===== config.mk =====
export PLATFORM = sky130hd
export DESIGN_NAME = flhb_decode
export DESIGN_NICKNAME = d
export VERILOG_FILES = /design/src/hdl/flhb_pkg.sv /design/src/hdl/flhb_decode.sv
export SDC_FILE = /design/constraint.sdc
export NUM_CORES = 1
export LEC_CHECK = 0
export BUFFER_PORTS_ARGS = -buffer_cell sky130_fd_sc_hd__clkbuf_2
export CAP_MARGIN = 20
export CORE_UTILIZATION = 48
export DETAILED_ROUTE_END_ITERATION = 7
export PLACE_DENSITY = 0.88
export SETUP_SLACK_MARGIN = 0.2
export SLEW_MARGIN = 20
export SYNTH_ARGS = -nofsm -noshare
export SYNTH_HDL_FRONTEND = slang
export SYNTH_SLANG_ARGS = --single-unit
export TNS_END_PERCENT = 100

===== constraint.sdc =====
create_clock -name vclk -period 4.75
set_input_delay 0.7125 -clock vclk [all_inputs]
set_output_delay 0.7125 -clock vclk [all_outputs]
set_load 0.02 [all_outputs]

===== src/hdl/flhb_pkg.sv =====
// ---------------------------------------------------------------------------
// flhb_pkg
// Types, register map and constants of the logarithmic histogram bin mapper.
// ---------------------------------------------------------------------------
`default_nettype none

package flhb_pkg;

  localparam int TABLE_ADDR_BITS_DEF = 10;
  localparam int ENTRY_W             = 10;
  localparam int MANT_W              = 23;
  localparam int S_TDATA_W           = 56;
  localparam int M_TDATA_W           = 32;
  localparam int PADDR_W             = 5;

  localparam logic [31:0] SIGN32 = 32'h8000_0000;
  localparam logic [15:0] SIGN16 = 16'h8000;
  localparam logic [4:0]  WIDTH32 = 5'd23;
  localparam logic [4:0]  WIDTH16 = 5'd10;
  localparam logic signed [9:0] BIAS32 = 10'sd127;
  localparam logic signed [9:0] BIAS16 = 10'sd15;

  localparam logic signed [7:0] EXP_MIN_RST = -8'sd8;
  localparam logic signed [7:0] EXP_MAX_RST = 8'sd7;
  localparam logic [3:0]        MANT_BITS_RST = 4'd8;
  localparam logic              HALF_RST = 1'b0;
  localparam logic              FRAC_RST = 1'b1;

  typedef enum logic {
    OP_CONVERT = 1'b0,
    OP_WRITE   = 1'b1
  } opcode_t;

  typedef enum logic [1:0] {
    CLS_IN_RANGE  = 2'd0,
    CLS_ZERO_NEG  = 2'd1,
    CLS_UNDERFLOW = 2'd2,
    CLS_OVERFLOW  = 2'd3
  } range_class_t;

  typedef enum logic [2:0] {
    REG_EXP_MIN   = 3'd0,
    REG_EXP_MAX   = 3'd1,
    REG_MANT_BITS = 3'd2,
    REG_HALF      = 3'd3,
    REG_FRAC      = 3'd4
  } reg_idx_t;

  typedef struct packed {
    logic signed [7:0] exp_min;
    logic signed [7:0] exp_max;
    logic [3:0]        mantissa_bits;
    logic              half_format;
    logic              include_fraction;
  } cfg_t;

  // Decoded sample, carried from the lookup stage to the compose stage
  typedef struct packed {
    range_class_t       cls;
    logic [7:0]         exp_off;
    logic [3:0]         mb;
    logic [4:0]         shift;
    logic [MANT_W-1:0]  frac;
    logic               is_half;
  } dec_t;

endpackage

`default_nettype wire


===== src/hdl/flhb_decode.sv =====
// ---------------------------------------------------------------------------
// flhb_decode
// Splits a sample into class, exponent offset and mantissa; forms the table
// address.
// ---------------------------------------------------------------------------
`default_nettype none

module flhb_decode
  import flhb_pkg::*;
#(
  parameter int ADDR_BITS = TABLE_ADDR_BITS_DEF
) (
  input  wire logic [31:0]          sample,
  input  cfg_t                      cfg,
  output dec_t                      dec,
  output logic      [ADDR_BITS-1:0] rd_addr
);

  logic                zero_neg;
  logic [7:0]          exp_field;
  logic [MANT_W-1:0]   mant;
  logic [4:0]          width;
  logic signed [9:0]   bias;
  logic signed [9:0]   e;
  logic signed [9:0]   emin;
  logic signed [9:0]   emax;
  logic signed [9:0]   d_in;
  logic signed [9:0]   d_span;
  logic                under;
  logic                over;
  logic [3:0]          mb;
  logic [4:0]          shift;
  logic [MANT_W-1:0]   mant_sh;
  logic [MANT_W-1:0]   frac_mask;

  always_comb begin
    if (cfg.half_format) begin
      zero_neg  = ((sample[15:0] & SIGN16) != 16'd0) || (sample[15:0] == 16'd0);
      exp_field = {3'd0, sample[14:10]};
      mant      = {13'd0, sample[9:0]};
      width     = WIDTH16;
      bias      = BIAS16;
    end else begin
      zero_neg  = ((sample & SIGN32) != 32'd0) || (sample == 32'd0);
      exp_field = sample[30:23];
      mant      = sample[22:0];
      width     = WIDTH32;
      bias      = BIAS32;
    end

    e      = $signed({2'b00, exp_field}) - bias;
    emin   = {{2{cfg.exp_min[7]}}, cfg.exp_min};
    emax   = {{2{cfg.exp_max[7]}}, cfg.exp_max};
    under  = e < emin;
    over   = e > emax;
    d_in   = e - emin;
    d_span = emax - emin;

    // clamp the log mantissa width to the format's mantissa
    mb = ({1'b0, cfg.mantissa_bits} > width) ? width[3:0] : cfg.mantissa_bits;
    shift = width - {1'b0, mb};

    mant_sh   = mant >> shift;
    frac_mask = ~({MANT_W{1'b1}} << shift);
    rd_addr   = mant_sh[ADDR_BITS-1:0];

    dec.is_half = cfg.half_format;
    dec.mb      = mb;
    dec.shift   = shift;
    dec.frac    = over ? frac_mask : (mant & frac_mask);
    if (over) begin
      dec.exp_off = d_span[9] ? 8'd0 : d_span[7:0];
    end else begin
      dec.exp_off = d_in[7:0];
    end

    if (zero_neg) begin
      dec.cls = CLS_ZERO_NEG;
    end else if (under) begin
      dec.cls = CLS_UNDERFLOW;
    end else if (over) begin
      dec.cls = CLS_OVERFLOW;
    end else begin
      dec.cls = CLS_IN_RANGE;
    end
  end

endmodule

`default_nettype wire


==> results.json <==
{
  "outcome": "completed",
  "synth.top_cells.by_area": "ha_1, a21oi_1, mux2i_1",
  "overflow": 0,
  "cts_hold_buf": 0,
  "cp_slowest_cell": "o41a_1",
  "port_buffers": 106,
  "worst_slew_pin_slew_ns": 0.705,
  "antenna_left": 0,
  "crit_chain": "buf_8, mux2_4, buf_6, nand2_2, nor2_4, a31oi_4, nor2_1, o32a_1, ha_1, and3_4, nand3_4, a21oi_2, o41a_1, buf_6, bufbuf_16, o22a_1, clkbuf_8",
  "maxSlewViolCount": 0,
  "grt_usage": 0.353,
  "cp-end-kind": "primary output",
  "max_freq_mhz": 217,
  "min_to": "dec[0]",
  "avgSynthCellArea_um2": 6.84,
  "critPathLaunch": "cfg[1]",
  "critPathKind": "in -> out",
  "n_clock_buffer": 0,
  "ioPinCount": 107,
  "die_x_um": 81.6,
  "regArea_um2": 0,
  "period_minus_slack_ns": 4.61,
  "finalSetupViolations": 0,
  "cp.arrival_ns": 3.90,
  "globalplace.congestion": 0.952,
  "timing.max_cap.violations": 0,
  "initial_utilization": 0.504,
  "core_um2": 6030,
  "multiInputGateArea_um2": 3180,
  "hold_depth": 3,
  "worstSetupStartpointType": "input pin",
  "relSlewSlack": 0.530,
  "grt_pass1_wl_um": 18200,
  "die_h_um": 81.6,
  "antenna_found_initial": 0,
  "rsz0062_at_grt": "true",
  "seq_cells": 0,
  "required_ns": 4.04,
  "vdd_ir_drop_max_mv": 0.185,
  "drt-total-wl_um": 12900,
  "synthesis.nets": 536,
  "wl_per_cell_um": 19.9,
  "p_leak_nw": 2.09,
  "grt_pass1_vias": 3755,
  "vias_per_cell": 6.76,
  "n_antenna_cell": 0,
  "nFillCells": 429,
  "path_common_cell": "buf_6",
  "synth_top_area_frac": 0.148,
  "fin_util": 0.753,
  "dieArea_um2": 6650,
  "syn_area_um2": 3040,
  "hold_slack_ns": 1.83,
  "cp_max_fo": 7,
  "dr.pass1.iters": 6,
  "synth.largest_area_cell": "ha_1",
  "grt_start_max_net_pins": 33,
  "drtIter0Drc": 595,
  "yosysSeqAreaShare": 0,
  "num_vias": 4388,
  "hpwl_um": 8760,
  "hold_class": "in -> out",
  "min_from": "cfg[1]",
  "power.density_nw_per_um2": 259,
  "fin_crit_sh": 0.971,
  "rows": 28,
  "post-route-drc-count": 0,
  "area_growth_pct": 49.3,
  "crit_path_max_incr_delay_ns": 0.40,
  "final_nets": 668,
  "synthesis.instances": 444,
  "final_layout_size_suffix_gt1_frac": 0.415,
  "hold_viol": 0,
  "yosysWarnings": 0,
  "synth.distinct_cells": 63
}
per-stage QoR:
stage	cells	power [mW]	TNS (ns)	setup WS, ns	cell area (µm²)
global placement	622	0.957	0	0.0691	3960
global route	649	1.24	0	0.0719	4540
floorplan	444	0.716	0	0.206	3310
detailed placement	622	0.979	-0.00900	-0.00900	3960
CTS	638	1.09	0	0.198	4310
finish	649	1.18	0	0.136	4540
metal layers:
layer | part of all wire | wire length, µm | track usage
met4 | 0.058 | 755 | 0.134
met5 | 0 | 0 | 0
met2 | 0.45 | 5790 | 0.608
met3 | 0.12 | 1500 | 0.0533
met1 | 0.38 | 4880 | 0.437
Yosys cell counts (4+ instances only):
| cell | count |
|---|---|
| nand3_1 | 11 |
| inv_1 | 25 |
| nand2_1 | 43 |
| nor2_1 | 46 |
| xor2_1 | 8 |
| mux2i_1 | 22 |
| a21oi_1 | 44 |
| mux2_2 | 5 |
| clkbuf_1 | 14 |
| o22ai_1 | 5 |
| a21o_1 | 7 |
| nor3b_1 | 4 |
| nor3_1 | 15 |
| o22a_1 | 5 |
| buf_2 | 10 |
| ha_1 | 36 |
| o32a_1 | 6 |
| mux4_2 | 7 |
| o21ai_0 | 15 |
| nor4_1 | 10 |
| o21a_1 | 4 |
| xnor2_1 | 5 |
| a211oi_1 | 6 |
| a31oi_1 | 6 |
| buf_4 | 5 |
| nor2b_1 | 13 |
| o21ai_1 | 10 |
| nand4_1 | 5 |
what timing repair did:
action,CTS,global route
pin swaps,7,18
gates resized for setup,31,38
endpoints found under the setup margin,39,43
setup buffers,13,11
cloned,3,0
cell type report:
| cell class | count | area share |
|---|---|---|
| multi-input cells | 384 | 0.702 |
| repair buffers | 161 | 0.251 |
| inverters | 29 | 0.0268 |
| well taps | 75 | 0.0207 |
power by group:
group | switching [mW] | internal, mW | total, mW
sequential | 0 | 0 | 0
clock | 0 | 0 | 0
combinational | 0.666 | 0.510 | 1.18
critical path, delay by kind of cell:
family,cells,cell delay (ns)
AOI/OAI and AO/OA,5,1.24
adders and majority gates,1,0.33
buffers and inverters,5,0.81
muxes,1,0.32
and+or+nand+nor,5,0.48
kinds of logic after synthesis:
kind of cell / share of synthesized area
AO/OA/AOI/OAI: 0.313
XOR/XNOR: 0.0428
adder cells (fa/ha/maj): 0.161
buffers and inverters: 0.0869
multiplexers: 0.143
AND/OR/NAND/NOR: 0.253
cell usage in the layout (no fill, tap or decap), drive strengths merged, types with 4 or more instances in the layout:
cell type	n
a31oi	6
o22ai	5
ha	36
nand2	43
nand4	5
o21a	4
o211ai	4
a21oi	44
mux2i	22
o32a	6
a211oi	6
inv	29
mux2	5
buf	60
o21ai	25
nand3	11
nor3b	4
a21o	7
nor2b	13
nor2	46
xnor2	5
nor4	10
mux4	7
nor3	15
clkbuf	99
o22a	5
xor2	9
how the worst max path moves through the flow:
stage / endpoint / slack, ns / depth (start not counted)
floorplan: rd_addr[3] / 0.21 / 17
global placement: rd_addr[7] / 0.07 / 19
detailed placement: rd_addr[7] / -0.009 / 19
CTS: rd_addr[7] / 0.20 / 18
global route: dec[17] / 0.07 / 18
finish: dec[10] / 0.14 / 17
No activity file was read; power rests on OpenSTA's default activity.
