<file path="config.mk">
export PLATFORM = sky130hd
export DESIGN_NAME = flhb_compose
export DESIGN_NICKNAME = d
export VERILOG_FILES = /design/src/hdl/flhb_pkg.sv /design/src/hdl/flhb_compose.sv
export SDC_FILE = /design/constraint.sdc
export NUM_CORES = 1
export LEC_CHECK = 0
export BUFFER_PORTS_ARGS = -buffer_cell sky130_fd_sc_hd__buf_2
export CAP_MARGIN = 20
export CORE_ASPECT_RATIO = 0.8
export CORE_UTILIZATION = 30
export DETAILED_ROUTE_END_ITERATION = 8
export MAX_ROUTING_LAYER = met4
export PLACE_DENSITY = 0.59
export SYNTH_ARGS = -nofsm -noshare
export SYNTH_HDL_FRONTEND = slang
export SYNTH_SLANG_ARGS = --single-unit
export TNS_END_PERCENT = 1
</file>
<file path="constraint.sdc">
create_clock -name vclk -period 4
set_clock_uncertainty 0.15 [all_clocks]
set_input_delay 0.8 -clock vclk [all_inputs]
set_output_delay 0.8 -clock vclk [all_outputs]
set_load 0.02 [all_outputs]
</file>
<file path="src/hdl/flhb_pkg.sv">
// ---------------------------------------------------------------------------
// flhb_pkg
// Types, register map and constants of the logarithmic histogram bin mapper.
// ---------------------------------------------------------------------------
`default_nettype none

package flhb_pkg;

  localparam int TABLE_ADDR_BITS_DEF = 10;
  localparam int ENTRY_W             = 10;
  localparam int MANT_W              = 23;
  localparam int S_TDATA_W           = 56;
  localparam int M_TDATA_W           = 32;
  localparam int PADDR_W             = 5;

  localparam logic [31:0] SIGN32 = 32'h8000_0000;
  localparam logic [15:0] SIGN16 = 16'h8000;
  localparam logic [4:0]  WIDTH32 = 5'd23;
  localparam logic [4:0]  WIDTH16 = 5'd10;
  localparam logic signed [9:0] BIAS32 = 10'sd127;
  localparam logic signed [9:0] BIAS16 = 10'sd15;

  localparam logic signed [7:0] EXP_MIN_RST = -8'sd8;
  localparam logic signed [7:0] EXP_MAX_RST = 8'sd7;
  localparam logic [3:0]        MANT_BITS_RST = 4'd8;
  localparam logic              HALF_RST = 1'b0;
  localparam logic              FRAC_RST = 1'b1;

  typedef enum logic {
    OP_CONVERT = 1'b0,
    OP_WRITE   = 1'b1
  } opcode_t;

  typedef enum logic [1:0] {
    CLS_IN_RANGE  = 2'd0,
    CLS_ZERO_NEG  = 2'd1,
    CLS_UNDERFLOW = 2'd2,
    CLS_OVERFLOW  = 2'd3
  } range_class_t;

  typedef enum logic [2:0] {
    REG_EXP_MIN   = 3'd0,
    REG_EXP_MAX   = 3'd1,
    REG_MANT_BITS = 3'd2,
    REG_HALF      = 3'd3,
    REG_FRAC      = 3'd4
  } reg_idx_t;

  typedef struct packed {
    logic signed [7:0] exp_min;
    logic signed [7:0] exp_max;
    logic [3:0]        mantissa_bits;
    logic              half_format;
    logic              include_fraction;
  } cfg_t;

  // Decoded sample, carried from the lookup stage to the compose stage
  typedef struct packed {
    range_class_t       cls;
    logic [7:0]         exp_off;
    logic [3:0]         mb;
    logic [4:0]         shift;
    logic [MANT_W-1:0]  frac;
    logic               is_half;
  } dec_t;

endpackage

`default_nettype wire

</file>
<file path="src/hdl/flhb_compose.sv">
// ---------------------------------------------------------------------------
// flhb_compose
// Merges exponent offset, table value and fraction into the bin index.
// ---------------------------------------------------------------------------
`default_nettype none

module flhb_compose
  import flhb_pkg::*;
(
  input  dec_t                    dec,
  input  wire logic [ENTRY_W-1:0] tbl_value,
  input  wire logic               include_fraction,
  output logic      [31:0]        bin_index,
  output range_class_t            range_class
);

  logic [14:0] mb_mask;
  logic [14:0] mant_bits;
  logic [4:0]  width;
  logic [31:0] with_frac;
  logic [31:0] no_frac;

  always_comb begin
    mb_mask   = ~(15'h7FFF << dec.mb);
    mant_bits = (dec.cls == CLS_OVERFLOW) ? mb_mask : ({5'd0, tbl_value} & mb_mask);
    width     = dec.is_half ? WIDTH16 : WIDTH32;

    // mb + shift equals the format width, so the exponent lands at width
    with_frac = ({24'd0, dec.exp_off} << width)
              | ({17'd0, mant_bits} << dec.shift)
              | {9'd0, dec.frac};
    no_frac   = ({24'd0, dec.exp_off} << dec.mb) | {17'd0, mant_bits};

    range_class = dec.cls;
    if ((dec.cls == CLS_ZERO_NEG) || (dec.cls == CLS_UNDERFLOW)) begin
      bin_index = 32'd0;
    end else if (include_fraction) begin
      bin_index = with_frac;
    end else begin
      bin_index = no_frac;
    end
  end

endmodule

`default_nettype wire

</file>
==> qor.yml, run 1 <==
yosys:
  synth-simple-area-share_pct: 23.16
  syn_nets: 414
  synth-adder-area-share_pct: 0.5385
  yosysSeqAreaShare_pct: 0
  synth_mux_area_share_pct: 10.77
  syn-cell-area_sq_um: 2323
  yosysUniqueCellTypes: 69
  yosys_warnings: 0
  synth_compound_area_share_pct: 54.50
  synth_xor_area_share_pct: 0
  synth_cells: 359
  synth_top_family_by_area: "compound AO/OA/AOI/OAI gates"
  synth.avg_cell_area_sq_um: 6.472
layout:
  area_growth_syn_to_layout_pct: 27.73
  fill_cells: 853
  final_common_cell: "buf_2"
  multi_input_comb_area_sq_um: 2103
  final_util_pct: 39.77
  seq_cells: 0
  clkbuf_count: 0
  diodes: 0
  layout-drive-gt1-share_pct: 32.81
  regArea_sq_um: 0
  fin_nets: 499
  mostFrequentLayoutCells: "88 x buf_2, 41 x a21oi_1, 37 x nor2_1"
sta:
  rsz0062_at_grt: "false"
  fin_crit_sh_pct: 99.63
  hold_violations: 0
  worst_pin_slew_ns: 0.5695
  setup_tns_ns: 0
  setup_violations: 0
  fin_ws_ns: 0.01488
  slew_headroom_pct: 62.03
  slew_violations: 0
  min_period_ns: 3.985
  hold_ws_ns: 1.688
  fmax_mhz: 250.9
place:
  port_buffers: 88
  pre_cts_ws_ns: 0.05488
  hpwl_um: 8957
  gp_congestion: 1.006
floorplanning:
  fp.dieH_um: 80.72
  placementRows: 28
  core_region_area_sq_um: 7462
  start_util_pct: 31.14
  pin_count: 88
  die-area_sq_um: 8103
  die_w_um: 100.4
global_route:
  grt_pass1_vias: 3089
  antenna_found_initial: 0
  grt_max_degree: 26
  grt-ovfl-total: 0
  globalRouteTotalUtil_pct: 28.02
  grt_pass1_wl_um: 17270
min_path:
  worstHoldPathType: "in -> out"
flow_run:
  max_cap_viol_count: 0
setup_path:
  endpoint_kind: "output port"
  startpoint_type: "primary input"
  crit_type: "in -> out"
  critPathArrivalTime_ns: 3.04
  critical_path_required_ns: 3.05
  crit_fanout: 20
power:
  leakagePower_nw: 1.215
  peakVddDrop_mv: 0.03937
  p_per_area_nw_per_um2: 149.5
  total_power_w: 0.0004438
route:
  drt_pass1_iterations: 6
  final_antenna_net_count: 0
  drc: 0
  avgViaCountPerCell: 6.545
  first_iter_violations: 541
  vias: 3580
  routed_wl_um: 11410
  routedWlPerCell_um: 20.86
outcome:
  status: "finished, final reports clean"
clocking:
  cts_hold_buf: 0
==> final cells by class <==
class,count,area share [%]
Inverter,14,1.771
Multi-Input combinational cell,308,70.87
Tap cell,105,4.427
Timing Repair Buffer,120,22.93
==> layer usage <==
metal  wire, um  global-route usage, %
met1       4846                  39.24
met2       5054                  43.22
met3       1314                  2.959
met5          0                      -
met4        198                  5.942
==> cell usage after synthesis, types with 4 or more instances <==
library cell / instances / area share (%)
a211o_1: 4 / 1.5
a211oi_1: 22 / 7.1
a21oi_1: 41 / 8.8
a221oi_1: 4 / 1.5
a22oi_1: 6 / 1.9
a311oi_1: 4 / 1.5
a31oi_1: 11 / 3.0
and2_1: 5 / 1.3
buf_2: 7 / 1.5
buf_4: 6 / 1.9
clkbuf_1: 19 / 3.1
inv_1: 11 / 1.8
mux2_2: 4 / 1.9
mux2i_1: 16 / 6.9
nand2_1: 25 / 4.0
nand3_1: 4 / 0.86
nand4_1: 4 / 1.1
nor2_1: 37 / 6.0
nor3_1: 17 / 3.7
o211ai_1: 4 / 1.3
o21ai_0: 23 / 5.0
o22ai_1: 6 / 1.6
==> logic make-up after synthesis <==
| kind of cell | Yosys count |
|---|---|
| compound gates | 174 |
| buf+inv | 51 |
| mux | 22 |
| simple gates | 111 |
| fa+ha+maj | 1 |
==> report_power, final <==
group	internal [W]	total (W)	switching, W
Combinational	0.000158	0.000444	0.000286
Clock	0	0	0
Sequential	0	0	0
==> path summary, 6_finish.rpt <==
| path | startpoint | endpoint | cells past startpoint |
|---|---|---|---|
| min | dec[41] | range_class[0] | 2 |
| max | dec[30] | bin_index[10] | 9 |
==> stage by stage <==
step	std cells	cell area [sq um]
floorplan	359	2323
global placement	547	2932
detailed placement	547	2932
CTS	547	2932
global route	547	2968
finish	547	2968
==> critical path: stages <==
cell     delay [ns]
buf_2          0.38
buf_4          0.32
mux2i_1        0.33
mux2_2         0.28
nor2_1         0.05
mux2_2         0.25
o21ai_0        0.36
a31oi_1        0.08
buf_2          0.18
==> repair_timing <==
item / CTS / global route
setup buffers: 0 / 0
endpoints found under the hold margin: 0 / 0
endpoints found under the setup margin: 0 / 11
resized for setup: 0 / 6
Note: power is estimated with default switching activity, not from simulation.
==> inputs of run 2 (changes only) <==
==> constraint.sdc (replaced) <==
create_clock -name vclk -period 4
set_clock_uncertainty 0.15 [all_clocks]
set_input_delay 1.2 -clock vclk [all_inputs]
set_output_delay 1.2 -clock vclk [all_outputs]
set_load 0.02 [all_outputs]
==> qor.yml, run 2 (synthesis gave the netlist of run 1 again) <==
setup_path:
  crit_family: "compound AO/OA/AOI/OAI gates"  # was buffers and inverters
  crit_slowest_cell: "a221o_1"  # was buf_2
  crit_type: "in -> out"  # unchanged
  endpoint_kind: "output port"  # unchanged
  critPathArrivalTime_ns: 3.17  # was 3.04 ns
  path_depth: 10  # was 9
  crit_path_frequent_cell: "buf_6"
  critPathMaxStageDelay_ns: 0.39  # was 0.38 ns
  startpoint_type: "primary input"  # unchanged
  critical_path_required_ns: 2.65  # was 3.05 ns
  crit_fanout: 6  # was 20
  path_buf_inv: 3  # unchanged
  crit_chain: "buf_8 > ha_4 > buf_6 > o32a_1 > o2bb2ai_2 > mux2i_1 > o22a_2 > a221o_1 > a211oi_4 > buf_6"  # was buf_2 > buf_4 > mux2i_1 > mux2_2 > nor2_1 > mux2_2 > o21ai_0 > a31oi_1 > buf_2
layout:
  area_growth_syn_to_layout_pct: 83.47  # was 27.73%
  seq_cells: 0  # unchanged
  layout-drive-gt1-share_pct: 55.94  # was 32.81%
  clkbuf_count: 0  # unchanged
  mostFrequentLayoutCells: "150 x buf_4, 70 x buf_2, 32 x nor2_1"  # was 88 x buf_2, 41 x a21oi_1, 37 x nor2_1
  final_util_pct: 57.13  # was 39.77%
  regArea_sq_um: 0  # unchanged
  final_cells: 661  # was 547
  final_common_cell: "buf_4"  # was buf_2
  fin_nets: 613  # was 499
  diodes: 0  # unchanged
sta:
  worst_pin_slew_ns: 0.4634  # was 0.5695 ns
  min_period_ns: 4.525  # was 3.985 ns
  fin_crit_sh_pct: 113.1  # was 99.63%
  hold_violations: 0  # unchanged
  fin_ws_ns: -0.5249  # was 0.01488 ns
  slew_violations: 0  # unchanged
  slew_headroom_pct: 69.00  # was 62.03%
  rsz0062_at_grt: "true"  # was false
  setup_violations: 32  # was 0
  hold_ws_ns: 2.476  # was 1.688 ns
  fmax_mhz: 221.0  # was 250.9 MHz
  setup_tns_ns: -11.70  # was 0 ns
global_route:
  antenna_found_initial: 0  # unchanged
  grt_max_degree: 19  # was 26
  grt-ovfl-total: 0  # unchanged
  globalRouteTotalUtil_pct: 32.95  # was 28.02%
  grt_pass1_vias: 3672  # was 3089
  grt_pass1_wl_um: 20020  # was 17270 um
floorplanning:
  pin_count: 88  # unchanged
  die_w_um: 100.4  # unchanged
  core_region_area_sq_um: 7462  # unchanged
  start_util_pct: 31.14  # unchanged
  fp.dieH_um: 80.72  # unchanged
  placementRows: 28  # unchanged
  die-area_sq_um: 8103  # unchanged
power:
  power_frac_clock_pct: 0  # about the same
  p_seq_share_pct: 0  # about the same
  switching_power_w: 0.0003453  # was 0.0002857 W
  p_int_w: 0.0002822  # was 0.0001581 W
  peakVddDrop_mv: 0.06259  # was 0.03937 mV
  leakagePower_nw: 1.857  # was 1.215 nW
  p_sw_share_pct: 55.03  # was 64.37%
  p_per_area_nw_per_um2: 147.2  # was 149.5 nW/um^2
  comb_power_share_pct: 100.0  # about the same
  total_power_w: 0.0006275  # was 0.0004438 W
place:
  dpl.cell_count: 654  # was 547
  gp_congestion: 1.035  # was 1.006
  hpwl_um: 10520  # was 8957 um
  port_buffers: 88  # unchanged
outcome:
  status: "complete, but fails checks"  # was finished, final reports clean
  violations: "setup timing"
flow_run:
  max_cap_viol_count: 0  # unchanged
min_path:
  worstHoldPathType: "in -> out"  # unchanged
  hold_depth: 2  # unchanged
route:
  routed_wl_um: 13370  # was 11410 um
  final_antenna_net_count: 0  # unchanged
  drt_pass1_iterations: 7  # was 6
  routedWlPerCell_um: 20.23  # was 20.86 um
  first_iter_violations: 416  # was 541
  drc: 0  # unchanged
  avgViaCountPerCell: 6.123  # was 6.545
  vias: 4047  # was 3580
clocking:
  cts_hold_buf: 0  # unchanged
## run 2: final cells by class
cell class                      count  area [sq um]
Multi-Input combinational cell    308          2419
Fill cell                         746          3199
Tap cell                          105         131.4
Timing Repair Buffer              234          1660
Inverter                           14         52.55
## run 2: final timing paths
path              startpoint             end  slack, ns
setup / recovery     dec[41]   bin_index[14]      -0.52
hold / removal       dec[42]  range_class[1]       2.48
## run 2: metal layers
metal / vias to the layer above / global-route usage, % / part of all wire [%]
li1: 1830 / - / -
met1: 1952 / 45.81 / 42
met2: 244 / 52.88 / 46
met3: 21 / 3.568 / 10
met4: 0 / 3.478 / 1.6
met5: - / - / 0
## run 2: timing repair
| item | CTS | global route |
|---|---|---|
| setup endpoints to repair | 32 | 32 |
| pin swaps | 17 | 21 |
| resized for setup | 49 | 50 |
| buffers inserted | 3 | 4 |
## run 2: power groups by stage
stage / combinational, W / sequential [W] / clock, W
final: 0.000627 / 0 / 0
after global routing: 0.000662 / 0 / 0
after CTS: 0.000579 / 0 / 0
after detailed placement: 0.000544 / 0 / 0
after global placement: 0.000548 / 0 / 0
after floorplan: 0.000279 / 0 / 0
## run 2: stage by stage
| step | instance area, sq um | setup WS (ns) |
|---|---|---|
| after floorplan | 2374 | -0.1259 |
| after global placement | 3815 | -0.5664 |
| after detailed placement | 3815 | -0.6238 |
| after CTS | 4025 | -0.4247 |
| after global routing | 4263 | -0.5499 |
| final | 4263 | -0.5249 |
