<file path="config.mk">
export PLATFORM = sky130hd
export DESIGN_NAME = flhb_regs
export DESIGN_NICKNAME = d
export VERILOG_FILES = /design/src/hdl/flhb_pkg.sv /design/src/hdl/flhb_regs.sv
export SDC_FILE = /design/constraint.sdc
export NUM_CORES = 1
export LEC_CHECK = 0
export BUFFER_PORTS_ARGS = -buffer_cell sky130_fd_sc_hd__clkbuf_2
export CAP_MARGIN = 15
export CORE_MARGIN = 4
export CORE_UTILIZATION = 35
export CTS_CLUSTER_DIAMETER = 30
export DETAILED_ROUTE_END_ITERATION = 7
export GPL_TIMING_DRIVEN = 0
export PLACE_DENSITY = 0.68
export SLEW_MARGIN = 40
export SYNTH_ARGS = -nofsm -noshare
export SYNTH_HDL_FRONTEND = slang
export SYNTH_SLANG_ARGS = --single-unit
</file>
<file path="constraint.sdc">
create_clock -name clk -period 2.1 [get_ports clk]
set_input_delay 0.105 -clock clk [delete_from_list [all_inputs] [get_ports clk]]
set_output_delay 0.105 -clock clk [all_outputs]
set_load 0.1 [all_outputs]
</file>
<file path="src/hdl/flhb_pkg.sv">
// ---------------------------------------------------------------------------
// flhb_pkg
// Types, register map and constants of the logarithmic histogram bin mapper.
// ---------------------------------------------------------------------------
`default_nettype none

package flhb_pkg;

  localparam int TABLE_ADDR_BITS_DEF = 10;
  localparam int ENTRY_W             = 10;
  localparam int MANT_W              = 23;
  localparam int S_TDATA_W           = 56;
  localparam int M_TDATA_W           = 32;
  localparam int PADDR_W             = 5;

  localparam logic [31:0] SIGN32 = 32'h8000_0000;
  localparam logic [15:0] SIGN16 = 16'h8000;
  localparam logic [4:0]  WIDTH32 = 5'd23;
  localparam logic [4:0]  WIDTH16 = 5'd10;
  localparam logic signed [9:0] BIAS32 = 10'sd127;
  localparam logic signed [9:0] BIAS16 = 10'sd15;

  localparam logic signed [7:0] EXP_MIN_RST = -8'sd8;
  localparam logic signed [7:0] EXP_MAX_RST = 8'sd7;
  localparam logic [3:0]        MANT_BITS_RST = 4'd8;
  localparam logic              HALF_RST = 1'b0;
  localparam logic              FRAC_RST = 1'b1;

  typedef enum logic {
    OP_CONVERT = 1'b0,
    OP_WRITE   = 1'b1
  } opcode_t;

  typedef enum logic [1:0] {
    CLS_IN_RANGE  = 2'd0,
    CLS_ZERO_NEG  = 2'd1,
    CLS_UNDERFLOW = 2'd2,
    CLS_OVERFLOW  = 2'd3
  } range_class_t;

  typedef enum logic [2:0] {
    REG_EXP_MIN   = 3'd0,
    REG_EXP_MAX   = 3'd1,
    REG_MANT_BITS = 3'd2,
    REG_HALF      = 3'd3,
    REG_FRAC      = 3'd4
  } reg_idx_t;

  typedef struct packed {
    logic signed [7:0] exp_min;
    logic signed [7:0] exp_max;
    logic [3:0]        mantissa_bits;
    logic              half_format;
    logic              include_fraction;
  } cfg_t;

  // Decoded sample, carried from the lookup stage to the compose stage
  typedef struct packed {
    range_class_t       cls;
    logic [7:0]         exp_off;
    logic [3:0]         mb;
    logic [4:0]         shift;
    logic [MANT_W-1:0]  frac;
    logic               is_half;
  } dec_t;

endpackage

`default_nettype wire

</file>
<file path="src/hdl/flhb_regs.sv">
// ---------------------------------------------------------------------------
// flhb_regs
// APB configuration registers of the bin mapper.
// ---------------------------------------------------------------------------
`default_nettype none

module flhb_regs
  import flhb_pkg::*;
(
  input  wire logic               clk,
  input  wire logic               rst,
  input  wire logic               psel,
  input  wire logic               penable,
  input  wire logic               pwrite,
  input  wire logic [PADDR_W-1:0] paddr,
  input  wire logic [31:0]        pwdata,
  output logic      [31:0]        prdata,
  output logic                    pready,
  output cfg_t                    cfg
);

  logic     wr;
  reg_idx_t idx;

  assign pready = 1'b1;
  assign wr     = psel && penable && pwrite && pready;
  assign idx    = reg_idx_t'(paddr[PADDR_W-1:2]);

  always_ff @(posedge clk) begin
    if (rst) begin
      cfg.exp_min          <= EXP_MIN_RST;
      cfg.exp_max          <= EXP_MAX_RST;
      cfg.mantissa_bits    <= MANT_BITS_RST;
      cfg.half_format      <= HALF_RST;
      cfg.include_fraction <= FRAC_RST;
    end else if (wr) begin
      case (idx)
        REG_EXP_MIN:   cfg.exp_min          <= pwdata[7:0];
        REG_EXP_MAX:   cfg.exp_max          <= pwdata[7:0];
        REG_MANT_BITS: cfg.mantissa_bits    <= pwdata[3:0];
        REG_HALF:      cfg.half_format      <= pwdata[0];
        REG_FRAC:      cfg.include_fraction <= pwdata[0];
        default: ;
      endcase
    end
  end

  always_comb begin
    case (idx)
      REG_EXP_MIN:   prdata = {24'd0, cfg.exp_min};
      REG_EXP_MAX:   prdata = {24'd0, cfg.exp_max};
      REG_MANT_BITS: prdata = {28'd0, cfg.mantissa_bits};
      REG_HALF:      prdata = {31'd0, cfg.half_format};
      REG_FRAC:      prdata = {31'd0, cfg.include_fraction};
      default:       prdata = 32'd0;
    endcase
  end

endmodule

`default_nettype wire

</file>
==> summary.md, run 1 <==
| Metric | Value |
|---|---|
| Diode count | `0` |
| Final ANT Viol Nets | `0` |
| Total clock sinks | `22` |
| Detailed Routing Iterations Pass 1 | `4` |
| RSZ-0062 raised after global routing | `false` |
| Post-route clock period utilization | `0.813` |
| Comb pwr share | `0.342` |
| GP Congestion | `~0.75` |
| Worst-path fanout max | `10` |
| Placed cell area | `0.00179 mm2` |
| H-Tree Depth | `1` |
| GRT Total Usage | `0.140` |
| Nets@finish | `266` |
| Die Wd | `between 70 and 80 um` |
| Switching Fraction | `0.392` |
| Worst setup EP type | `output pin` |
| Setup crit start kind | `primary input` |
| Slew of the pin with the lowest slew margin | `about 550 ps` |
| Largest register FFs | `22` |
| Final worst slack | `394 ps` |
| Top reg by flops | `cfg` |
| Core Region | `0.00369 mm2` |
| Total global routing overflow | `0` |
| Row count | `22` |
| Max-slew headroom | `0.633` |
| Worst endpoint required time | `~2000 ps` |
| Post-CTS Hold Buffers | `0` |
| Max VDD drop | `between 0.0004 and 0.0005 V` |
| Die ar. | `0.00493 mm2` |
| Crit path kind | `in2out` |
| Cells after synthesis | `154` |
| Power Internal | `0.757 mW` |
| Clock Tree Root | `clkbuf_8` |
| Fmax | `586 MHz` |
| Starting Density | `0.367` |
| CTS Buffer Depth | `2` |
| Clk Latency, worst-skew pair | `approximately 260 ps` |
| Sw power | `0.488 mW` |
| Flop pwr share | `0.339` |
| WL per Instance | `approximately 12 um` |
| Synth warn | `0` |
| Pre-CTS WS | `~380 ps` |
| Leakage power | `0.891 nW` |
| Status | `completed` |
| Arr. time, crit path | `1600 ps` |
| Vias after detailed routing | `~1200` |
| Clk slew on worst S/H paths | `80 ps` |
| Placed cells | `267` |
| Final Max Slew Viols | `0` |
| First-pass GRT wire length | `5520 um` |
| Initial antenna violation count | `0` |
| Dpl hpwl | `approximately 2700 um` |
| Tightest Hold Check Type | `in2reg` |
| Ports | `97` |
| Cell area after layout | `0.00186 mm2` |
| Area Growth Syn to Fin | `37.2%` |
| Fin crit period | `1710 ps` |
| Post-synthesis cell area | `between 0.001 and 0.0015 mm2` |
| Mean area per synthesized cell | `8.79 um2` |
| Clk_skew | `0 ps` |
| Postcts setup bufs | `0` |
| Maxcap violations | `0` |
| Wirelength, routed | `3350 um` |
| Layout cell share with drive strength beyond 1 | `0.422` |
| Vias in the first global route | `about 1200` |
| TritonCTS buffer count | `3` |
| # DRC | `0` |
| Unique masters post-synth | `21` |
| R2R Setup Slk | `1370 ps` |
| Resize count post-CTS | `0` |
| Vias/cell | `4.27` |
| Clock power share | `0.319` |
| Hold Vio Cnt, Final | `0` |
| Largest net degree at the start of global routing | `14` |
| Die span in y | `70.2 um` |
| Port Buf Inserts | `42` |
| Final setup viols | `0` |
| Biggest regs | `cfg (22)` |
| Fin util | `0.504` |
| Fin cells | `about 270` |
| CTS tree | `built` |
| #FFs+latches synth | `22` |
| P per Cell Area | `670 mW/mm2` |
| Seq/Total Area, Yosys | `0.325` |
| Hold slack final | `about 80 ps` |
| Starting DRT DRC Count | `24` |
## final timing paths
check                                           from              endpoint  cells after the start
worst max-delay path                        paddr[3]             prdata[1]                      6
worst min-delay path                       pwdata[5]  cfg[11]$_SDFFE_PP0P_                      3
worst max register to register   cfg[1]$_SDFFE_PP0P_   cfg[1]$_SDFFE_PP0P_                      3
worst min register to register  cfg[13]$_SDFFE_PP0P_  cfg[13]$_SDFFE_PP0P_                      2
## layout by cell type, fill, tap and decap left out
cell type,n
clkbuf_2,42
mux2i_1,30
buf_4,25
conb_1,25
nor2_1,20
nand2b_1,19
dfxtp_1,16
buf_2,6
dfxtp_2,6
clkbuf_1,5
nor3_4,4
a2bb2oi_1,3
nor2_4,3
clkbuf_8,3
nor2b_1,2
nand2_1,2
o21ai_0,2
o31a_2,1
nand4b_4,1
nor3b_1,1
nor3b_2,1
nor3_2,1
o31ai_1,1
nand4_1,1
nor3_1,1
or3_1,1
bufinv_16,1
## cells by family after synthesis
logic type             count (synthesis)  synth area share
AND/OR/NAND/NOR                       57             0.234
buffers and inverters                 36             0.175
multiplexers                          30             0.222
flip-flops                            22             0.325
AO/OA/AOI/OAI                          7            0.0388
other                                  2           0.00555
## stage by stage
step | TNS [ps] | power (mW)
after global routing | 0 | 1.28
after floorplan | -5.39 | 0.814
after CTS | 0 | 1.25
after detailed placement | 0 | 0.858
after global placement | 0 | 0.856
final | 0 | 1.25
## worst max-delay path: stages
cell	delay, ps
buf_2	180
buf_2	370
mux2i_1	240
a2bb2oi_1	270
nor2_4	40
clkbuf_2	380
## power by group through the flow
stage	logic, mW	registers [mW]	clock network [mW]
2_1_floorplan	0.360	0.455	0
4_1_cts	0.426	0.422	0.403
3_5_place_dp	0.425	0.432	0
5_1_grt	0.444	0.423	0.416
6_report	0.425	0.422	0.397
3_3_place_gp	0.423	0.432	0
## metal layers
layer | routed length, um | global-route usage | part of all wire
met1 | 1470 | 0.182 | 0.44
met2 | 1590 | 0.236 | 0.48
met3 | 263 | 0.0245 | 0.078
met4 | 27 | 0.0404 | 0.0081
met5 | 0 | 0 | 0
## final cells by class
| cell class | instances | area [um2] |
|---|---|---|
| well taps | 48 | 60.1 |
| flip-flops and latches | 22 | 448 |
| plain buffers | 36 | 236 |
| clock buffers | 3 | 41.3 |
| multi-input cells | 119 | 832 |
| repair buffers | 42 | 210 |
| clock inverters | 1 | 30.0 |
| fillers | 376 | 1830 |
## Yosys cell counts, drive strengths merged
| master | number | area, um2 |
|---|---|---|
| buf | 31 | 218 |
| mux2i | 30 | 300 |
| nor2 | 23 | 86.3 |
| dfxtp | 22 | 440 |
| nand2b | 19 | 119 |
| nor3 | 6 | 35.0 |
| clkbuf | 5 | 18.8 |
| a2bb2oi | 3 | 26.3 |
| conb | 2 | 7.51 |
| nand2 | 2 | 7.51 |
| nor2b | 2 | 12.5 |
| nor3b | 2 | 20.0 |
| o21ai | 2 | 10.0 |
| nand4 | 1 | 6.26 |
| nand4b | 1 | 23.8 |
| o31a | 1 | 8.76 |
| o31ai | 1 | 7.51 |
| or3 | 1 | 6.26 |
(Power assumes the default switching activity.)
==> run 2, diff against run 1 <==
- ABC_AREA: unset -> 1
- PLACE_DENSITY: 0.68 -> 0.69
- clock period: 2.1 -> 1.8 ns (I/O delays scaled with it)
==> run 2 against run 1 <==
- worst setup slack worse by 69 ps
- utilization down 0.12 points
- clock power decreased by 25%
- sequential cell count is the same
- sequential power grew 18%
- sequential share of layout area grew 2.1 points
- synthesized area shrank 3.9%
- power is 4.5% higher
- design area down 6.2%
- die area fell by 3.4%
- critical endpoint unchanged
- largest cell class unchanged
==> summary.md, run 2 <==
| Metric | Value |
|---|---|
| Status | `completed` |
| Cell area after layout | `0.00174 mm2 (-6.2%)` |
| Mean area per synthesized cell | `6.47 um2 (-26%)` |
| M2 GR Usage | `0.244 (+0.00795)` |
| Vias/cell | `4.24 (-0.79%)` |
| Clk slew on worst S/H paths | `80 ps (about the same)` |
| Clk Latency, worst-skew pair | `260 ps (about the same)` |
| # DRC | `0 (unchanged)` |
| GRT busiest layer | `met2` |
| Starting Density | `0.375 (+0.00815)` |
| WP buf/inv | `4 (+1)` |
| Total global routing overflow | `0 (unchanged)` |
| Tightest Hold Check Type | `in2reg` |
| Post-synth top cells | `nand2_1 (61), nand3_1 (30), nor2_1 (30)` |
| Largest register FFs | `22 (unchanged)` |
| R2R Setup Slk | `1190 ps (-180 ps)` |
| Grt met3 use | `0.0389 (+0.0144)` |
| Critical path's top delay family | `buffers and inverters` |
| Fmax | `678 MHz` |
| Seq/Total Area, Yosys | `0.338 (+0.0131)` |
| RSZ-0062 raised after global routing | `false` |
| Fin cells | `318 (+17%)` |
| Ports | `97 (unchanged)` |
| Setup crit start kind | `primary input` |
| Leakage power | `0.984 nW (+10%)` |
| Final ANT Viol Nets | `0 (unchanged)` |
| Arr. time, crit path | `1380 ps (-220 ps)` |
| Unique masters post-synth | `14 (-33%)` |
| Dominant cells by area after synthesis | `dfxtp_1 (34%), nand2_1 (18%), buf_4 (15%)` |
| Placed cells | `315 (+18%)` |
| GRT Total Usage | `0.147 (+0.00729)` |
| Post-synth top area share | `0.338 (+0.0131)` |
| Post-synth EDFFs | `0 (unchanged)` |
| Biggest regs | `cfg (22)` |
| Post-CTS Hold Buffers | `0 (unchanged)` |
| Most frequent cells in the layout | `nand2_1 (61), clkbuf_2 (45), nor2_1 (30)` |
| Leading cell type in the layout, fill and taps excluded | `nand2_1` |
| Met1 GRT Util | `0.193 (+0.0102)` |
| Wirelength, routed | `3390 um (+1.2%)` |
| Reg-to-reg critical path endpoint | `cfg[5]$_SDFFE_PP1P_` |
| Nets@finish | `316 (+19%)` |
| First-pass GRT wire length | `5240 um (-5.0%)` |
| Primary FF master, synth | `dfxtp_1` |
| Cell taking the most area after synthesis | `dfxtp_1` |
| R2R cell count | `2 (-1)` |
| Most frequent cell after synthesis | `nand2_1` |
| Worst Hold End | `cfg[18]$_SDFFE_PP1P_` |
| Levels on crit path | `8 (+2)` |
| Die ar. | `0.00476 mm2 (-3.4%)` |
| Vias in the first global route | `1154 (+0.17%)` |
| Top reg by flops | `cfg` |
| Layout cell share with drive strength beyond 1 | `0.368 (-0.0539)` |
| Diode count | `0 (unchanged)` |
| Max VDD drop | `0.000575 V (+27%)` |
| Total clock sinks | `22 (unchanged)` |
| Post-synthesis cell area | `0.00130 mm2 (-3.9%)` |
| Final Max Slew Viols | `0 (unchanged)` |
| Core Region | `0.00347 mm2 (-6.0%)` |
| Row count | `21 (-4.5%)` |
| Dpl hpwl | `2630 um (-0.96%)` |
| Hold Vio Cnt, Final | `0 (unchanged)` |
| GP Congestion | `0.851 (+13%)` |
| #FFs+latches synth | `22 (unchanged)` |
| Placed cell area | `0.00170 mm2 (-4.8%)` |
| Slowest CP cell | `clkbuf_2` |
| Starting DRT DRC Count | `99 (+310%)` |
| Fin crit period | `roughly 1500 ps` |
| Worst-path fanout max | `10 (unchanged)` |
| TritonCTS buffer count | `3 (unchanged)` |
| Maxcap violations | `0 (unchanged)` |
| WL per Instance | `10.7 um (-14%)` |
| Detailed Routing Iterations Pass 1 | `4 (unchanged)` |
| Clock Tree Root | `clkbuf_8` |
| Worst setup EP type | `output pin` |
| Vias after detailed routing | `1347 (+16%)` |
| Postcts setup bufs | `0 (unchanged)` |
| Port Buf Inserts | `45 (+7.1%)` |
| Final setup viols | `0 (unchanged)` |
| CTS Buffer Depth | `2 (unchanged)` |
| Final worst slack | `325 ps (-68.6 ps)` |
| Post-route clock period utilization | `0.819` |
| Setup TNS | `0 ps (unchanged)` |
| Die span in y | `69.0 um (-1.7%)` |
| Asr flop ratio synth | `0 (unchanged)` |
| Fin util | `0.503 (-0.00121)` |
| H-Tree Depth | `1 (unchanged)` |
| Synth warn | `0 (unchanged)` |
| Die Wd | `69.0 um (-1.7%)` |
| Clk_skew | `0 ps (unchanged)` |
| CTS tree | `built` |
| Largest net degree at the start of global routing | `12 (-2)` |
| WHS Path Cells | `3 (unchanged)` |
| Critical path cell sequence | `clkbuf_2, inv_2, nand2_1, nor2_2, buf_6, nand2_1, nand3_2, clkbuf_2` |
| Crit path kind | `in2out` |
| Max-slew headroom | `0.632 (-0.00180)` |
| Area Growth Syn to Fin | `33.9%` |
| Resize count post-CTS | `0 (unchanged)` |
| Hold slack final | `59.8 ps (-21.0 ps)` |
| Slew of the pin with the lowest slew margin | `555 ps (+2.72 ps)` |
| Pwr Total | `1.30 mW (+4.5%)` |
| P per Cell Area | `747 mW/mm2 (+11%)` |
| Initial antenna violation count | `0 (unchanged)` |
| Worst endpoint required time | `1710 ps (-290 ps)` |
| HP Start | `pwdata[4]` |
| Pre-CTS WS | `332 ps (-50.9 ps)` |
| R2R Path Start | `cfg[5]$_SDFFE_PP1P_` |
| Cells after synthesis | `201 (+31%)` |
| Max stage delay on crit path | `450 ps (+70 ps)` |
==> run 2: layout make-up <==
type | instances | area (um2)
Inverter | 16 | 60.1
Multi-Input combinational cell | 156 | 669
Sequential cell | 22 | 457
Timing Repair Buffer | 45 | 225
Buffer | 30 | 233
Tap cell | 46 | 57.6
Clock buffer | 3 | 41.3
Fill cell | 396 | 1730
==> run 2: how the worst max path moves through the flow <==
stage	slack, ps	endpoint	from
2_1_floorplan	140	prdata[0]	cfg[1]$_SDFFE_PP0P_
3_3_place_gp	350	prdata[2]	paddr[4]
3_5_place_dp	330	prdata[2]	paddr[4]
4_1_cts	330	prdata[2]	paddr[4]
5_1_grt	210	prdata[4]	paddr[4]
6_report	330	prdata[1]	paddr[4]
==> run 2: tightest hold or removal path: stages <==
cell,delay (ps)
clkbuf_2,90
nand2_1,50
nand3_1,60
==> run 2: per-layer routing <==
layer	vias up	routed length, um
met2	46	1510
met5	-	0
met3	2	262
li1	712	-
met1	587	1600
met4	0	19
==> run 2: cells by family after synthesis <==
| kind of cell | Yosys count | synth area share |
|---|---|---|
| buf+inv | 46 | 0.225 |
| flops | 22 | 0.338 |
| other cells | 2 | 0.00577 |
| compound gates | 3 | 0.0115 |
| simple gates | 128 | 0.419 |
==> run 2: where the power goes <==
| group | internal, mW | switching, mW | leakage, nW |
|---|---|---|---|
| clock network | 0.149 | 0.148 | 0.0216 |
| registers | 0.493 | 0.00467 | 0.179 |
| logic | 0.0853 | 0.422 | 0.784 |
| total | 0.728 | 0.574 | 0.984 |
==> run 3, diff against run 2 <==
- PLACE_DENSITY: 0.69 -> 0.72
- clock period: 1.8 -> 1.3 ns (I/O delays scaled with it)
==> run 3 against run 2 <==
- global-route usage fell by 0.16 points
- first-iteration DRC count fell by 58%
- clock skew did not move
- count of clock-buffer cells in the layout did not move
- routed wire length rose by 2.1%
- clock power rose by 120%
- worst setup slack got worse by 240 ps
- sequential cell count did not move
- design area rose by 6.1%
- critical path depth fell by 3
- sequential share of layout area fell by 0.90 points
==> summary.md, run 3 (same netlist as run 2, synthesis figures left out) <==
| Metric | Value |
|---|---|
| Status | `completed` |
| Levels on crit path | `5 (-3)` |
| Starting DRT DRC Count | `42 (-58%)` |
| Total global routing overflow | `0 (unchanged)` |
| Most frequent cells in the layout | `nand2_1 (56), clkbuf_2 (37), nor2_1 (30)` |
| RSZ-0062 raised after global routing | `false` |
| WHS Path Cells | `3 (unchanged)` |
| Row count | `21 (unchanged)` |
| Area Growth Syn to Fin | `42.1%` |
| First-pass GRT wire length | `5130 um (-2.3%)` |
| Slowest CP cell | `dfxtp_2` |
| Fin cells | `319 (+0.31%)` |
| Switching Fraction | `0.403 (-0.0379)` |
| Leakage power | `1.01 nW (+2.7%)` |
| Clock power share | `0.315 (+0.087)` |
| Ports | `97 (unchanged)` |
| Fmax | `821 MHz` |
| Vias/cell | `4.21 (-0.54%)` |
| CTS Buffer Depth | `2 (unchanged)` |
| Placed cells | `315 (unchanged)` |
| Post-route clock period utilization | `0.937` |
| Setup TNS | `0 ps (unchanged)` |
| Detailed Routing Iterations Pass 1 | `4 (unchanged)` |
| R2R Setup Slk | `690 ps (-500 ps)` |
| Maxcap violations | `0 (unchanged)` |
| TritonCTS buffer count | `3 (unchanged)` |
| Vias in the first global route | `1100 (-4.7%)` |
| Critical path's top delay family | `flip-flops` |
| Final setup viols | `0 (unchanged)` |
| Max-slew headroom | `0.634 (+0.00190)` |
| Worst setup EP type | `output pin` |
| Sw power | `0.832 mW (+45%)` |
| Clk slew on worst S/H paths | `80 ps (about the same)` |
| Initial antenna violation count | `0 (unchanged)` |
| Crit path kind | `reg2out` |
| CTS tree | `built` |
| Wirelength, routed | `3460 um (+2.1%)` |
| Comb pwr share | `0.351 (-0.039)` |
| Total clock sinks | `22 (unchanged)` |
| GRT Total Usage | `0.146 (-0.00163)` |
| Hold Vio Cnt, Final | `0 (unchanged)` |
| Core Region | `0.00347 mm2 (unchanged)` |
| HP Start | `pwdata[7]` |
| Final ANT Viol Nets | `0 (unchanged)` |
| Final Max Slew Viols | `0 (unchanged)` |
| Die span in y | `69.0 um (unchanged)` |
| Worst-path fanout max | `3 (-7)` |
| Dpl hpwl | `2610 um (-0.88%)` |
| Largest net degree at the start of global routing | `14 (+2)` |
| H-Tree Depth | `1 (unchanged)` |
| Worst endpoint required time | `1240 ps (-470 ps)` |
| Slew of the pin with the lowest slew margin | `552 ps (-2.86 ps)` |
| GP Congestion | `0.826 (-2.9%)` |
| Leading cell type in the layout, fill and taps excluded | `nand2_1` |
| R2R cell count | `2 (unchanged)` |
| Nets@finish | `316 (unchanged)` |
| P per Cell Area | `1120 mW/mm2 (+49%)` |
| Fin crit period | `1220 ps` |
| R2R Path Start | `cfg[5]$_SDFFE_PP1P_` |
| Port Buf Inserts | `45 (unchanged)` |
| Largest register FFs | `22 (unchanged)` |
| # DRC | `0 (unchanged)` |
| Clk Latency, worst-skew pair | `270 ps (about the same)` |
| Die ar. | `0.00476 mm2 (unchanged)` |
| Tightest Hold Check Type | `in2reg` |
| Flop pwr share | `0.334 (-0.049)` |
| Critical path cell sequence | `nand4_1, nand2_1, nor2_1, nand2_2, clkbuf_8` |
| Biggest regs | `cfg (22)` |
| WP buf/inv | `1 (-3)` |
| Arr. time, crit path | `1150 ps (-230 ps)` |
| Die Wd | `69.0 um (unchanged)` |
| Setup crit start kind | `flop` |
| Max VDD drop | `0.000675 V (+17%)` |
| Top reg by flops | `cfg` |
| Diode count | `0 (unchanged)` |
| CP startpoint | `cfg[2]$_SDFFE_PP0P_` |
| Max stage delay on crit path | `340 ps (-110 ps)` |
| Clk_skew | `0 ps (unchanged)` |
| WL per Instance | `10.9 um (+1.8%)` |
| Layout cell share with drive strength beyond 1 | `0.421 (+0.0536)` |
| Power Internal | `1.23 mW (+69%)` |
| Vias after detailed routing | `1344 (-0.22%)` |
| Starting Density | `0.375 (unchanged)` |
| Clock Tree Root | `clkbuf_8` |
run 3: changes by cell type in the layout (fill, tap and decap cells not counted):
cell,delta
dfxtp_1,-9
buf_6,+7
bufinv_16,+1
clkbuf_8,+1
nand2_1,-5
nand2_2,+5
clkbuf_2,-8
dfxtp_2,+9
run 3: cell type report:
| class | instances | area, um2 |
|---|---|---|
| timing repair buffer | 45 | 278 |
| fill | 374 | 1620 |
| tap | 46 | 57.6 |
| clock buffer | 3 | 41.3 |
| inverter | 16 | 60.1 |
| buffer | 30 | 233 |
| clock inverter | 1 | 30.0 |
| sequential | 22 | 468 |
| multi-input combinational | 156 | 682 |
run 3: final timing paths:
check                                       endpoint
worst max-delay path                       prdata[0]
worst min-delay path            cfg[21]$_SDFFE_PP1P_
worst max register to register   cfg[5]$_SDFFE_PP1P_
worst min register to register  cfg[19]$_SDFFE_PP1P_
run 3: worst reg2reg max path, delay by kind of cell, from the launching register on:
kind	cells	cell delay [ps]
flops	1	340
simple gates	1	80
compound gates	1	70
run 3: what timing repair did:
| action | 4_1_cts | 5_1_grt |
|---|---|---|
| buffers inserted | 0 | 0 |
| hold buffers | 0 | 0 |
| gates resized for setup | 9 | 14 |
| endpoints found under the setup margin | 8 | 7 |
run 3: power groups by stage:
stage	clock network, mW	logic, mW	registers (mW)
final	0.650	0.723	0.690
after global routing	0.681	0.756	0.691
after CTS	0.668	0.710	0.690
after detailed placement	0	0.699	0.706
after global placement	0	0.698	0.706
after floorplan	0	0.558	0.769
run 3: routing by layer:
metal | wire, um | track usage
met1 | 1490 | 0.183
met3 | 300 | 0.0373
met5 | 0 | 0
met4 | 36 | 0.0365
met2 | 1640 | 0.248
run 3: per-stage QoR:
step                      hold slack, ps  cell area (um2)  power, mW  setup WS (ps)  utilization
after global placement               295             1730       1.40          -93.5        0.497
after detailed placement             303             1730       1.41          -81.6        0.497
final                               19.9             1850       2.06           82.4        0.533
after global routing                29.0             1850       2.13           6.34        0.533
after CTS                           17.0             1820       2.07           36.4        0.526
after floorplan                      191             1440       1.33          -81.7            -
